## config.mk

```make
export PLATFORM = sky130hd
export DESIGN_NAME = fetch_queue_predict_dispatch_core_flat
export DESIGN_NICKNAME = d
export VERILOG_FILES = /design/src/rtl/fqpd_pkg.sv /design/src/rtl/fqpd_if.sv /design/src/rtl/fqpd_ctrl.sv /design/src/rtl/fqpd_dp.sv /design/src/rtl/fetch_queue_predict_dispatch_core.sv /design/src/flat_wrapper.sv
export SDC_FILE = /design/constraint.sdc
export NUM_CORES = 2
export LEC_CHECK = 0
export BUFFER_PORTS_ARGS = -buffer_cell sky130_fd_sc_hd__clkbuf_2
export CAP_MARGIN = 40
export CELL_PAD_IN_SITES_DETAIL_PLACEMENT = 0
export CELL_PAD_IN_SITES_GLOBAL_PLACEMENT = 2
export CORE_ASPECT_RATIO = 0.9
export CORE_MARGIN = 1.5
export CORE_UTILIZATION = 43
export CTS_BUF_LIST = sky130_fd_sc_hd__clkbuf_8
export DETAILED_ROUTE_END_ITERATION = 7
export PLACE_DENSITY_LB_ADDON = 0.15
export SYNTH_ARGS = -nofsm -noshare
export SYNTH_HDL_FRONTEND = slang
export SYNTH_SLANG_ARGS = --single-unit
```

## constraint.sdc

```tcl
create_clock -name i_clk -period 6 [get_ports i_clk]
set_input_delay 0.6 -clock i_clk [delete_from_list [all_inputs] [get_ports i_clk]]
set_output_delay 0.6 -clock i_clk [all_outputs]
set_load 0.005 [all_outputs]
```

## src/rtl/fqpd_pkg.sv

```systemverilog
// Package for the fetch queue / predict / dispatch block.
// Holds widths, opcode and command codes, and the instruction decode function.
`default_nettype none
package fqpd_pkg;
    localparam int QueueDepth = 16;
    localparam int IdxW = $clog2(QueueDepth);

    localparam logic [6:0] OpcLui    = 7'h37;
    localparam logic [6:0] OpcAuipc  = 7'h17;
    localparam logic [6:0] OpcJal    = 7'h6f;
    localparam logic [6:0] OpcJalr   = 7'h67;
    localparam logic [6:0] OpcBranch = 7'h63;
    localparam logic [6:0] OpcLoad   = 7'h03;
    localparam logic [6:0] OpcStore  = 7'h23;
    localparam logic [6:0] OpcOpImm  = 7'h13;
    localparam logic [6:0] OpcOp     = 7'h33;
    localparam logic [31:0] ExitWord = 32'h0ff00513;

    localparam logic [2:0] KindReg = 3'd0;
    localparam logic [2:0] KindBranch = 3'd1;
    localparam logic [2:0] KindJalr = 3'd2;
    localparam logic [2:0] KindStoreB = 3'd3;
    localparam logic [2:0] KindExit = 3'd6;

    localparam logic [4:0] SopAdd = 5'd0, SopSub = 5'd1, SopAnd = 5'd2, SopOr = 5'd3;
    localparam logic [4:0] SopXor = 5'd4, SopShl = 5'd5, SopShr = 5'd6, SopSra = 5'd7;
    localparam logic [4:0] SopLt = 5'd8, SopLtu = 5'd9, SopEq = 5'd10, SopNe = 5'd11;
    localparam logic [4:0] SopGe = 5'd12, SopGeu = 5'd13, SopLb = 5'd14, SopLh = 5'd15;
    localparam logic [4:0] SopLw = 5'd16, SopLbu = 5'd17, SopLhu = 5'd18, SopSb = 5'd19;

    localparam logic [1:0] FormRR = 2'd0, FormRI = 2'd1, FormRRI = 2'd2;

    typedef struct packed {
        logic        issued;
        logic [2:0]  rob_kind;
        logic [31:0] rob_value;
        logic [31:0] rob_dest;
        logic [31:0] entry_pc;
        logic        value_ready;
        logic [4:0]  station_op;
        logic [1:0]  operand_form;
        logic [4:0]  first_operand;
        logic [31:0] second_operand;
        logic [31:0] third_operand;
        logic [31:0] fetch_pc;
    } t_result;

    typedef struct packed {
        logic      known;
        logic      mem;
        t_result   res;
    } t_decode;

    // Integer ALU op for funct3 of OP/OP-IMM
    function automatic logic [4:0] alu_op(input logic [2:0] f3);
        logic [4:0] op;
        unique case (f3)
            3'd0: op = SopAdd;
            3'd1: op = SopShl;
            3'd2: op = SopLt;
            3'd3: op = SopLtu;
            3'd4: op = SopXor;
            3'd5: op = SopShr;
            3'd6: op = SopOr;
            default: op = SopAnd;
        endcase
        return op;
    endfunction

    // Decode one queue entry into ROB and station commands
    function automatic t_decode decode(input logic [31:0] w, input logic [31:0] pc,
                                       input logic taken, input logic [4:0] lsu);
        t_decode d;
        logic [2:0] f3;
        logic [6:0] f7;
        logic [31:0] imm_i, imm_s, imm_b;
        f3 = w[14:12];
        f7 = w[31:25];
        imm_i = {{20{w[31]}}, w[31:20]};
        imm_s = {{20{w[31]}}, w[31:25], w[11:7]};
        imm_b = {{20{w[31]}}, w[7], w[30:25], w[11:8], 1'b0};
        d = '0;
        d.known = 1'b1;
        d.res.entry_pc = pc;
        d.res.rob_dest = {27'd0, w[11:7]};
        unique case (w[6:0])
            OpcLui: begin
                d.res.rob_value = {w[31:12], 12'd0};
                d.res.value_ready = 1'b1;
            end
            OpcAuipc: begin
                d.res.rob_value = pc + {w[31:12], 12'd0};
                d.res.value_ready = 1'b1;
            end
            OpcJal: begin
                d.res.rob_value = pc + 32'd4;
                d.res.value_ready = 1'b1;
            end
            OpcJalr: begin
                d.known = (f3 == 3'd0);
                d.res.rob_kind = KindJalr;
                d.res.operand_form = FormRI;
                d.res.first_operand = w[19:15];
                d.res.second_operand = imm_i;
            end
            OpcBranch: begin
                d.known = (f3 != 3'd2) && (f3 != 3'd3);
                d.res.rob_kind = KindBranch;
                d.res.rob_value = {31'd0, taken};
                d.res.rob_dest = pc + imm_b;
                unique case (f3)
                    3'd0: d.res.station_op = SopEq;
                    3'd1: d.res.station_op = SopNe;
                    3'd4: d.res.station_op = SopLt;
                    3'd5: d.res.station_op = SopGe;
                    3'd6: d.res.station_op = SopLtu;
                    default: d.res.station_op = SopGeu;
                endcase
                d.res.operand_form = FormRR;
                d.res.first_operand = w[19:15];
                d.res.second_operand = {27'd0, w[24:20]};
            end
            OpcLoad: begin
                d.known = (f3 != 3'd3) && (f3 != 3'd6) && (f3 != 3'd7);
                d.mem = 1'b1;
                d.res.rob_value = {27'd0, lsu};
                unique case (f3)
                    3'd0: d.res.station_op = SopLb;
                    3'd1: d.res.station_op = SopLh;
                    3'd2: d.res.station_op = SopLw;
                    3'd4: d.res.station_op = SopLbu;
                    default: d.res.station_op = SopLhu;
                endcase
                d.res.operand_form = FormRI;
                d.res.first_operand = w[19:15];
                d.res.second_operand = imm_i;
            end
            OpcStore: begin
                d.known = (f3 <= 3'd2);
                d.mem = 1'b1;
                d.res.rob_kind = KindStoreB + f3;
                d.res.rob_value = {27'd0, lsu};
                d.res.station_op = SopSb + {2'd0, f3};
                d.res.operand_form = FormRRI;
                d.res.first_operand = w[24:20];
                d.res.second_operand = {27'd0, w[19:15]};
                d.res.third_operand = imm_s;
            end
            OpcOpImm: begin
                d.res.operand_form = FormRI;
                d.res.first_operand = w[19:15];
                if (f3 == 3'd1 || f3 == 3'd5) begin
                    d.known = (f7 == 7'h00) || (f3 == 3'd5 && f7 == 7'h20);
                    d.res.station_op = (f7 == 7'h20) ? SopSra : alu_op(f3);
                    d.res.second_operand = {27'd0, w[24:20]};
                end else begin
                    d.res.station_op = alu_op(f3);
                    d.res.second_operand = imm_i;
                end
            end
            OpcOp: begin
                d.res.operand_form = FormRR;
                d.res.first_operand = w[19:15];
                d.res.second_operand = {27'd0, w[24:20]};
                if (f7 == 7'h00) d.res.station_op = alu_op(f3);
                else if (f7 == 7'h20 && f3 == 3'd0) d.res.station_op = SopSub;
                else if (f7 == 7'h20 && f3 == 3'd5) d.res.station_op = SopSra;
                else d.known = 1'b0;
            end
            default: d.known = 1'b0;
        endcase
        if (w == ExitWord) begin
            d.res.rob_kind = KindExit;
            d.res.rob_value = '0;
            d.res.rob_dest = '0;
        end
        return d;
    endfunction
endpackage
`default_nettype wire

```

## src/rtl/fqpd_if.sv

```systemverilog
// Valid/ready channel interfaces for the fetch queue block.
// Depends on fqpd_pkg for the result type.
`default_nettype none
interface fqpd_in_if;
    logic        valid;
    logic        ready;
    logic        action;
    logic [31:0] fetch_word;
    logic        predict_taken;
    logic        rob_ready;
    logic        station_ready;
    logic        lsu_ready;
    logic [4:0]  lsu_slot;
    logic [31:0] flush_target;
    modport source(output valid, action, fetch_word, predict_taken, rob_ready,
                   station_ready, lsu_ready, lsu_slot, flush_target, input ready);
    modport sink(input valid, action, fetch_word, predict_taken, rob_ready,
                 station_ready, lsu_ready, lsu_slot, flush_target, output ready);
endinterface

interface fqpd_out_if;
    logic                 valid;
    logic                 ready;
    fqpd_pkg::t_result    data;
    modport source(output valid, data, input ready);
    modport sink(input valid, data, output ready);
endinterface
`default_nettype wire

```

## src/rtl/fqpd_ctrl.sv

```systemverilog
// Controller: accepts input items and holds the result register handshake.
// Depends on fqpd_pkg.
`default_nettype none
module fqpd_ctrl (
    input  wire  i_clk,
    input  wire  i_rst_n,
    input  wire  i_in_valid,
    output logic o_in_ready,
    output logic o_out_valid,
    input  wire  i_out_ready,
    output logic o_step
);
    import fqpd_pkg::*;
    typedef enum logic {S_EMPTY, S_FULL} t_state;
    t_state r_state;

    // Result slot free, or being drained this cycle
    assign o_in_ready  = (r_state == S_EMPTY) || i_out_ready;
    assign o_step      = i_in_valid && o_in_ready;
    assign o_out_valid = (r_state == S_FULL);

    always_ff @(posedge i_clk) begin
        if (!i_rst_n) begin
            r_state <= S_EMPTY;
        end else begin
            unique case (r_state)
                S_EMPTY: if (o_step) r_state <= S_FULL;
                S_FULL:  if (i_out_ready && !o_step) r_state <= S_EMPTY;
                default: r_state <= S_EMPTY;
            endcase
        end
    end
endmodule
`default_nettype wire

```

## src/rtl/fqpd_dp.sv

```systemverilog
// Datapath: instruction queue, fetch PC, issue decode and result register.
// Depends on fqpd_pkg.
`default_nettype none
module fqpd_dp (
    input  wire                i_clk,
    input  wire                i_rst_n,
    input  wire                i_step,
    input  wire                i_action,
    input  wire  [31:0]        i_fetch_word,
    input  wire                i_predict_taken,
    input  wire                i_rob_ready,
    input  wire                i_station_ready,
    input  wire                i_lsu_ready,
    input  wire  [4:0]         i_lsu_slot,
    input  wire  [31:0]        i_flush_target,
    output fqpd_pkg::t_result  o_result
);
    import fqpd_pkg::*;

    logic [QueueDepth-1:0] r_valid;
    logic [31:0] r_word  [QueueDepth];
    logic [31:0] r_pc    [QueueDepth];
    logic        r_taken [QueueDepth];
    logic [IdxW-1:0] r_head, r_tail;
    logic [31:0] r_fetch_pc;
    t_result r_result;

    t_decode d_head, d_fetch;
    logic do_issue, do_fetch;
    logic [31:0] n_fetch_pc, imm_b, imm_j;
    logic [QueueDepth-1:0] n_valid;
    t_result n_result;

    // Issue side decode of head entry
    always_comb begin
        d_head   = decode(r_word[r_head], r_pc[r_head], r_taken[r_head], i_lsu_slot);
        do_issue = r_valid[r_head] && i_rob_ready && i_station_ready && d_head.known &&
                   (!d_head.mem || i_lsu_ready);
    end

    // Fetch side validity and next PC prediction
    always_comb begin
        d_fetch  = decode(i_fetch_word, r_fetch_pc, i_predict_taken, 5'd0);
        do_fetch = !r_valid[r_tail] && d_fetch.known;
        imm_b = {{20{i_fetch_word[31]}}, i_fetch_word[7], i_fetch_word[30:25],
                 i_fetch_word[11:8], 1'b0};
        imm_j = {{12{i_fetch_word[31]}}, i_fetch_word[19:12], i_fetch_word[20],
                 i_fetch_word[30:21], 1'b0};
        if (i_fetch_word[6:0] == OpcBranch && i_predict_taken) n_fetch_pc = r_fetch_pc + imm_b;
        else if (i_fetch_word[6:0] == OpcJal) n_fetch_pc = r_fetch_pc + imm_j;
        else n_fetch_pc = r_fetch_pc + 32'd4;
    end

    // Next valid bits: head and tail never coincide when both move
    always_comb begin
        n_valid = r_valid;
        if (do_issue) n_valid[r_head] = 1'b0;
        if (do_fetch) n_valid[r_tail] = 1'b1;
    end

    // Next result
    always_comb begin
        n_result = '0;
        if (i_action) begin
            n_result.fetch_pc = i_flush_target;
        end else begin
            if (do_issue) begin
                n_result = d_head.res;
                n_result.issued = 1'b1;
            end
            n_result.fetch_pc = do_fetch ? n_fetch_pc : r_fetch_pc;
        end
    end

    // Queue control state
    always_ff @(posedge i_clk) begin
        if (!i_rst_n) begin
            r_valid <= '0;
            r_head <= '0;
            r_tail <= '0;
            r_fetch_pc <= '0;
        end else if (i_step) begin
            if (i_action) begin
                r_valid <= '0;
                r_head <= '0;
                r_tail <= '0;
                r_fetch_pc <= i_flush_target;
            end else begin
                r_valid <= n_valid;
                if (do_issue) begin
                    r_head <= r_head + 1'b1;
                end
                if (do_fetch) begin
                    r_tail <= r_tail + 1'b1;
                    r_fetch_pc <= n_fetch_pc;
                end
            end
        end
    end

    // Queue payload and result register
    always_ff @(posedge i_clk) begin
        if (i_step) begin
            if (!i_action && do_fetch) begin
                r_word[r_tail]  <= i_fetch_word;
                r_pc[r_tail]    <= r_fetch_pc;
                r_taken[r_tail] <= i_predict_taken;
            end
            r_result <= n_result;
        end
    end

    assign o_result = r_result;
endmodule
`default_nettype wire

```

## src/rtl/fetch_queue_predict_dispatch_core.sv

```systemverilog
// Fetch queue with branch prediction and in-order dispatch.
// Input channel carries one tick or flush per transfer; output channel one
// result per transfer. Each accepted tick both tries to issue the queue head
// (toward ROB and station) and tries to fetch the supplied word into the tail.
// The result is registered and appears in the cycle after the input transfer.
// Throughput: one item per cycle while results are taken; the single result
// register is the only buffering, and it is refilled in the same cycle it drains.
// A stalled receiver holds the result and stops input acceptance until the
// result is taken. Synchronous active-low reset empties the queue, zeroes the
// head, tail and fetch PC, and leaves no result pending. The 16-entry queue
// is held in registers with per-entry valid bits.
// Depends on fqpd_pkg, fqpd_if, fqpd_ctrl, fqpd_dp.
`default_nettype none
module fetch_queue_predict_dispatch_core (
    input  wire         i_clk,
    input  wire         i_rst_n,
    fqpd_in_if.sink     i_in,
    fqpd_out_if.source  o_out
);
    import fqpd_pkg::*;
    logic step;

    fqpd_ctrl u_ctrl (
        .i_clk(i_clk), .i_rst_n(i_rst_n),
        .i_in_valid(i_in.valid), .o_in_ready(i_in.ready),
        .o_out_valid(o_out.valid), .i_out_ready(o_out.ready),
        .o_step(step)
    );

    fqpd_dp u_dp (
        .i_clk(i_clk), .i_rst_n(i_rst_n), .i_step(step),
        .i_action(i_in.action), .i_fetch_word(i_in.fetch_word),
        .i_predict_taken(i_in.predict_taken), .i_rob_ready(i_in.rob_ready),
        .i_station_ready(i_in.station_ready), .i_lsu_ready(i_in.lsu_ready),
        .i_lsu_slot(i_in.lsu_slot), .i_flush_target(i_in.flush_target),
        .o_result(o_out.data)
    );
endmodule
`default_nettype wire

```

## src/flat_wrapper.sv

```systemverilog
// flat-port wrapper written by rule: the top's interface ports become plain ports
module fetch_queue_predict_dispatch_core_flat import fqpd_pkg::*;
  (i_clk, i_rst_n, i_in_valid, i_in_action, i_in_fetch_word, i_in_predict_taken, i_in_rob_ready, i_in_station_ready, i_in_lsu_ready, i_in_lsu_slot, i_in_flush_target, i_in_ready, o_out_valid, o_out_data, o_out_ready);
  fqpd_in_if i_in_i ();
  fqpd_out_if o_out_i ();
  input  wire i_clk;
  input  wire i_rst_n;
  input wire logic [$bits(i_in_i.valid)-1:0] i_in_valid;
  input wire logic [$bits(i_in_i.action)-1:0] i_in_action;
  input wire logic [$bits(i_in_i.fetch_word)-1:0] i_in_fetch_word;
  input wire logic [$bits(i_in_i.predict_taken)-1:0] i_in_predict_taken;
  input wire logic [$bits(i_in_i.rob_ready)-1:0] i_in_rob_ready;
  input wire logic [$bits(i_in_i.station_ready)-1:0] i_in_station_ready;
  input wire logic [$bits(i_in_i.lsu_ready)-1:0] i_in_lsu_ready;
  input wire logic [$bits(i_in_i.lsu_slot)-1:0] i_in_lsu_slot;
  input wire logic [$bits(i_in_i.flush_target)-1:0] i_in_flush_target;
  output wire logic [$bits(i_in_i.ready)-1:0] i_in_ready;
  output wire logic [$bits(o_out_i.valid)-1:0] o_out_valid;
  output wire logic [$bits(o_out_i.data)-1:0] o_out_data;
  input wire logic [$bits(o_out_i.ready)-1:0] o_out_ready;
  assign i_in_i.valid = i_in_valid;
  assign i_in_i.action = i_in_action;
  assign i_in_i.fetch_word = i_in_fetch_word;
  assign i_in_i.predict_taken = i_in_predict_taken;
  assign i_in_i.rob_ready = i_in_rob_ready;
  assign i_in_i.station_ready = i_in_station_ready;
  assign i_in_i.lsu_ready = i_in_lsu_ready;
  assign i_in_i.lsu_slot = i_in_lsu_slot;
  assign i_in_i.flush_target = i_in_flush_target;
  assign i_in_ready = i_in_i.ready;
  assign o_out_valid = o_out_i.valid;
  assign o_out_data = o_out_i.data;
  assign o_out_i.ready = o_out_ready;
  fetch_queue_predict_dispatch_core u_core (.i_clk(i_clk), .i_rst_n(i_rst_n), .i_in(i_in_i), .o_out(o_out_i));
endmodule
```

==> impl_results.md <==
* Clk sink count at 1270
* Max-slew violations at 0
* Net Switching at approximately 4.0 mW
* Worst setup SP type: flop
* DR WL/cell at ~29 um
* Gr ovfl total at 0
* Delay-heaviest family, CP: compound AO/OA/AOI/OAI gates
* Sum of negative setup slack at 0 ns
* Netlist cell types at 85
* RSZ-0062 raised after global routing: no
* Async SR Flop Fraction at 0
* FF-to-FF setup slack at 0.46 ns
* Nets@finish at 4189
* DR iter-0 viols at 3645
* Most common cell in the netlist: edfxtp_1
* TritonCTS buffer count at 199
* Leakage power total at 22.3 nW
* Worst vdd ir at approximately 180 uV
* Row Count at 125
* Share of layout cells above drive strength 1 at 0.256
* Flop pwr share at 0.568
* CTS tree: done
* Final WL at 170000 um
* Root buf cell: clkbuf_8
* Drt drc at 0
* Worst-skew pair later-pin latency at 0.92 ns
* Total number of vias at ~35000
* Max H-tree Level at 4
* Vias in the first global route at 35300
* Seq/Total Area, Yosys at 0.665
* Mapped Area at 56500 um^2
* Logic pwr share at 0.042
* CP Cell Sequence: buf_12 -> buf_12 -> mux4_2 -> mux4_2 -> ha_1 -> inv_1 -> fa_1 -> nor2b_1 -> o31ai_1 -> a21oi_1 -> o21ai_0 -> a21oi_1 -> o21ai_0 -> a21oi_1 -> o21ai_0 -> a21boi_0 -> o21a_1 -> nor3_1
* Top cells by area, synth: edfxtp_1, mux4_2, ha_1, dfxtp_1, nor2_1
* FILL cells at 10800
* Internal power at 13.3 mW
* Clock Power Share at 0.390
* Placement Setup Slack at between 0.5 and 0.6 ns
* Period minus WS final at 5.54 ns
* Die Y at 347 um
* Hold Path Cell Cnt at 3
* Hold Fails Final Rpt at 0
* Power density over the cells at 267 nW/um^2
* Slowest-stage cell, CP: dfxtp_4
* Top post-synthesis cells by count: edfxtp_1, mux4_2, nor2_1, nand2_1, o21ai_0
* Clock Skew at 0.0357 ns
* F_max at around 180 MHz
* Hold path startpoint: i_in_flush_target[1]
* Top FF cell, synth: edfxtp_1
* Setup violators final at 0
* 1st-pass router iterations at 6
* Vias/cell at 5.94
* Outcome: completed
* Synth top area share at 0.643
* #FFs+latches synth at ~1300
* Num ports at 289
* Post-route antenna net violation count at 0
* Worst Path Max Fanout at 26
* RePlAce Congestion at 0.917
* Max-slew headroom at 0.366
* Post-Synthesis Cells at around 3500
* Syn_area_per_cell at 16.0 um^2
* Max_cap viols at 0
* CP bufs+invs at 3
* Reg-to-reg endpoint: u_core.u_dp.o_result[170]$_SDFFCE_PP0P_
* Yosys warning count at 0
* Initial antenna violation count at 15
* Starting density of the core at 0.435
* Post CTS Setup Buffer Count at 0
* Critical path data arrival time at between 6 and 7 ns
* Max incr delay on CP at approximately 0.73 ns
* Hold path endpoint: u_core.u_dp.o_result[1]$_DFFE_PP_
* Register Area at 37500 um^2
* Layout area overhead at 14.8%
* Worst Reg-to-Reg Cells at 18
* Crit end category: flop
* Core area at around 130000 um^2
* Longest Clk Path Bufs at 3
* First-pass GRT wire length at 245000 um
* Area leader, netlist: edfxtp_1
* DIE WIDTH at 385 um
* Total die area at 133000 um^2
* Final WS setup at 0.462 ns
* Post-synth EDFFs at roughly 1200
* Largest net degree at the start of global routing at 138
* Sw frac at 0.230
* Port Buf Inserts at 288
* Critical Path RT at ~6.7 ns
* Worst Path Class, Setup: reg2reg
* Multi-input logic area at 17700 um^2
* Fin crit share at 0.923
* Type of the most critical hold path: in2reg
* Clock-pin slew on the worst setup and hold paths at 0.06 ns
* All-Layer GR Usage at 0.255
* Post-DP HPWL at 112000 um
* Least-Margin Pin Slew at ~0.9 ns
* Syn nets at 3728
how the worst max path moves through the flow:
stage / start / endpoint / slack [ns] / cells past startpoint
finish: flop / u_core.u_dp.o_result[170]$_SDFFCE_PP0P_ / 0.46 / 18
floorplan: u_core.u_dp.r_tail[0]$_SDFFE_PN0P_ / u_core.u_dp.r_pc[0][0]$_DFFE_PP_ / 0.02 / 8
global placement: flop / u_core.u_dp.o_result[204]$_SDFFCE_PP0P_ / 0.47 / 17
global route: flop / u_core.u_dp.o_result[170]$_SDFFCE_PP0P_ / 0.07 / 20
CTS: flop / u_core.u_dp.o_result[169]$_SDFFCE_PP0P_ / 0.50 / 18
detailed placement: flop / u_core.u_dp.o_result[169]$_SDFFCE_PP0P_ / 0.51 / 18
cell families after synthesis:
group,synth area share
muxes,0.129
adders and majority gates,0.0251
xor gates and xnor gates,0.0185
DFF,0.665
buffers and inverters,0.0245
and+or+nand+nor,0.0684
AOI/OAI and AO/OA,0.0694
sequential cells by signal, indices dropped and copies added, names as in the netlist, named ones only:
register	flops
u_core.u_dp.o_result	169
u_core.u_dp.r_taken	16
u_core.u_ctrl.o_out_valid	1
u_core.u_dp.r_pc	512
u_core.u_dp.r_word	512
u_core.u_dp.r_tail	4
u_core.u_dp.r_head	4
u_core.u_dp.r_valid	16
u_core.u_dp.r_fetch_pc	32
final cells by class:
cell class / instances / area share
inverter: 76 / 0.00454
antenna: 3 / 0.000116
sequential: 1270 / 0.579
timing repair buffer: 468 / 0.0539
clock buffer: 202 / 0.0429
tap: 1714 / 0.0331
clock inverter: 153 / 0.0130
multi-input combinational: 1985 / 0.273
per-stage QoR:
| step | cell area [um^2] | power, mW | util | cells | hold WS, ns |
|---|---|---|---|---|---|
| 2_1_floorplan | 56500 | 10.4 | - | 3539 | 0.455 |
| 3_3_place_gp | 60700 | 10.7 | 0.468 | 5479 | 0.471 |
| 3_5_place_dp | 61000 | 10.7 | 0.471 | 5496 | 0.482 |
| 4_1_cts | 64800 | 17.5 | 0.500 | 5867 | 0.000398 |
| 5_1_grt | 64800 | 17.9 | 0.500 | 5870 | 0.0512 |
| 6_report | 64800 | 17.3 | 0.500 | 5871 | 0.0827 |
worst reg2reg max path, cell delays in order, from the launching register on:
cell      delay [ns]
dfxtp_4         0.73
buf_12          0.29
buf_12          0.25
mux4_2          0.55
mux4_2          0.54
ha_1            0.22
inv_1           0.07
fa_1            0.17
nor2b_1         0.08
o31ai_1         0.40
a21oi_1         0.20
o21ai_0         0.38
a21oi_1         0.19
o21ai_0         0.33
a21oi_1         0.18
o21ai_0         0.24
a21boi_0        0.15
o21a_1          0.19
nor3_1          0.20
timing repair:
item                                   4_1_cts  5_1_grt
endpoints found under the hold margin       20        0
hold buffers                                16        0
gates resized for setup                      0        0
layout by cell type, fill, tap and decap left out, types with 122 or more instances in the layout:
master,instances
a21oi_1,122
clkbuf_2,289
clkbuf_8,202
edfxtp_1,1209
inv_1,141
mux4_2,302
nand2_1,225
nor2_1,227
o21ai_0,129
routing by layer:
metal	track usage	routed length [um]
met5	0	23
met4	0.0790	4400
met3	0.0370	11200
met2	0.409	81000
met1	0.360	73500
power by group through the flow:
stage / combinational, mW / sequential, mW / clock, mW
after floorplan: 0.332 / 10.0 / 0
after global placement: 0.697 / 10.0 / 0
after detailed placement: 0.721 / 10.0 / 0
after CTS: 0.733 / 9.83 / 6.92
after global routing: 0.798 / 9.83 / 7.28
final: 0.733 / 9.83 / 6.75
Power figures use the tool's default switching activity.
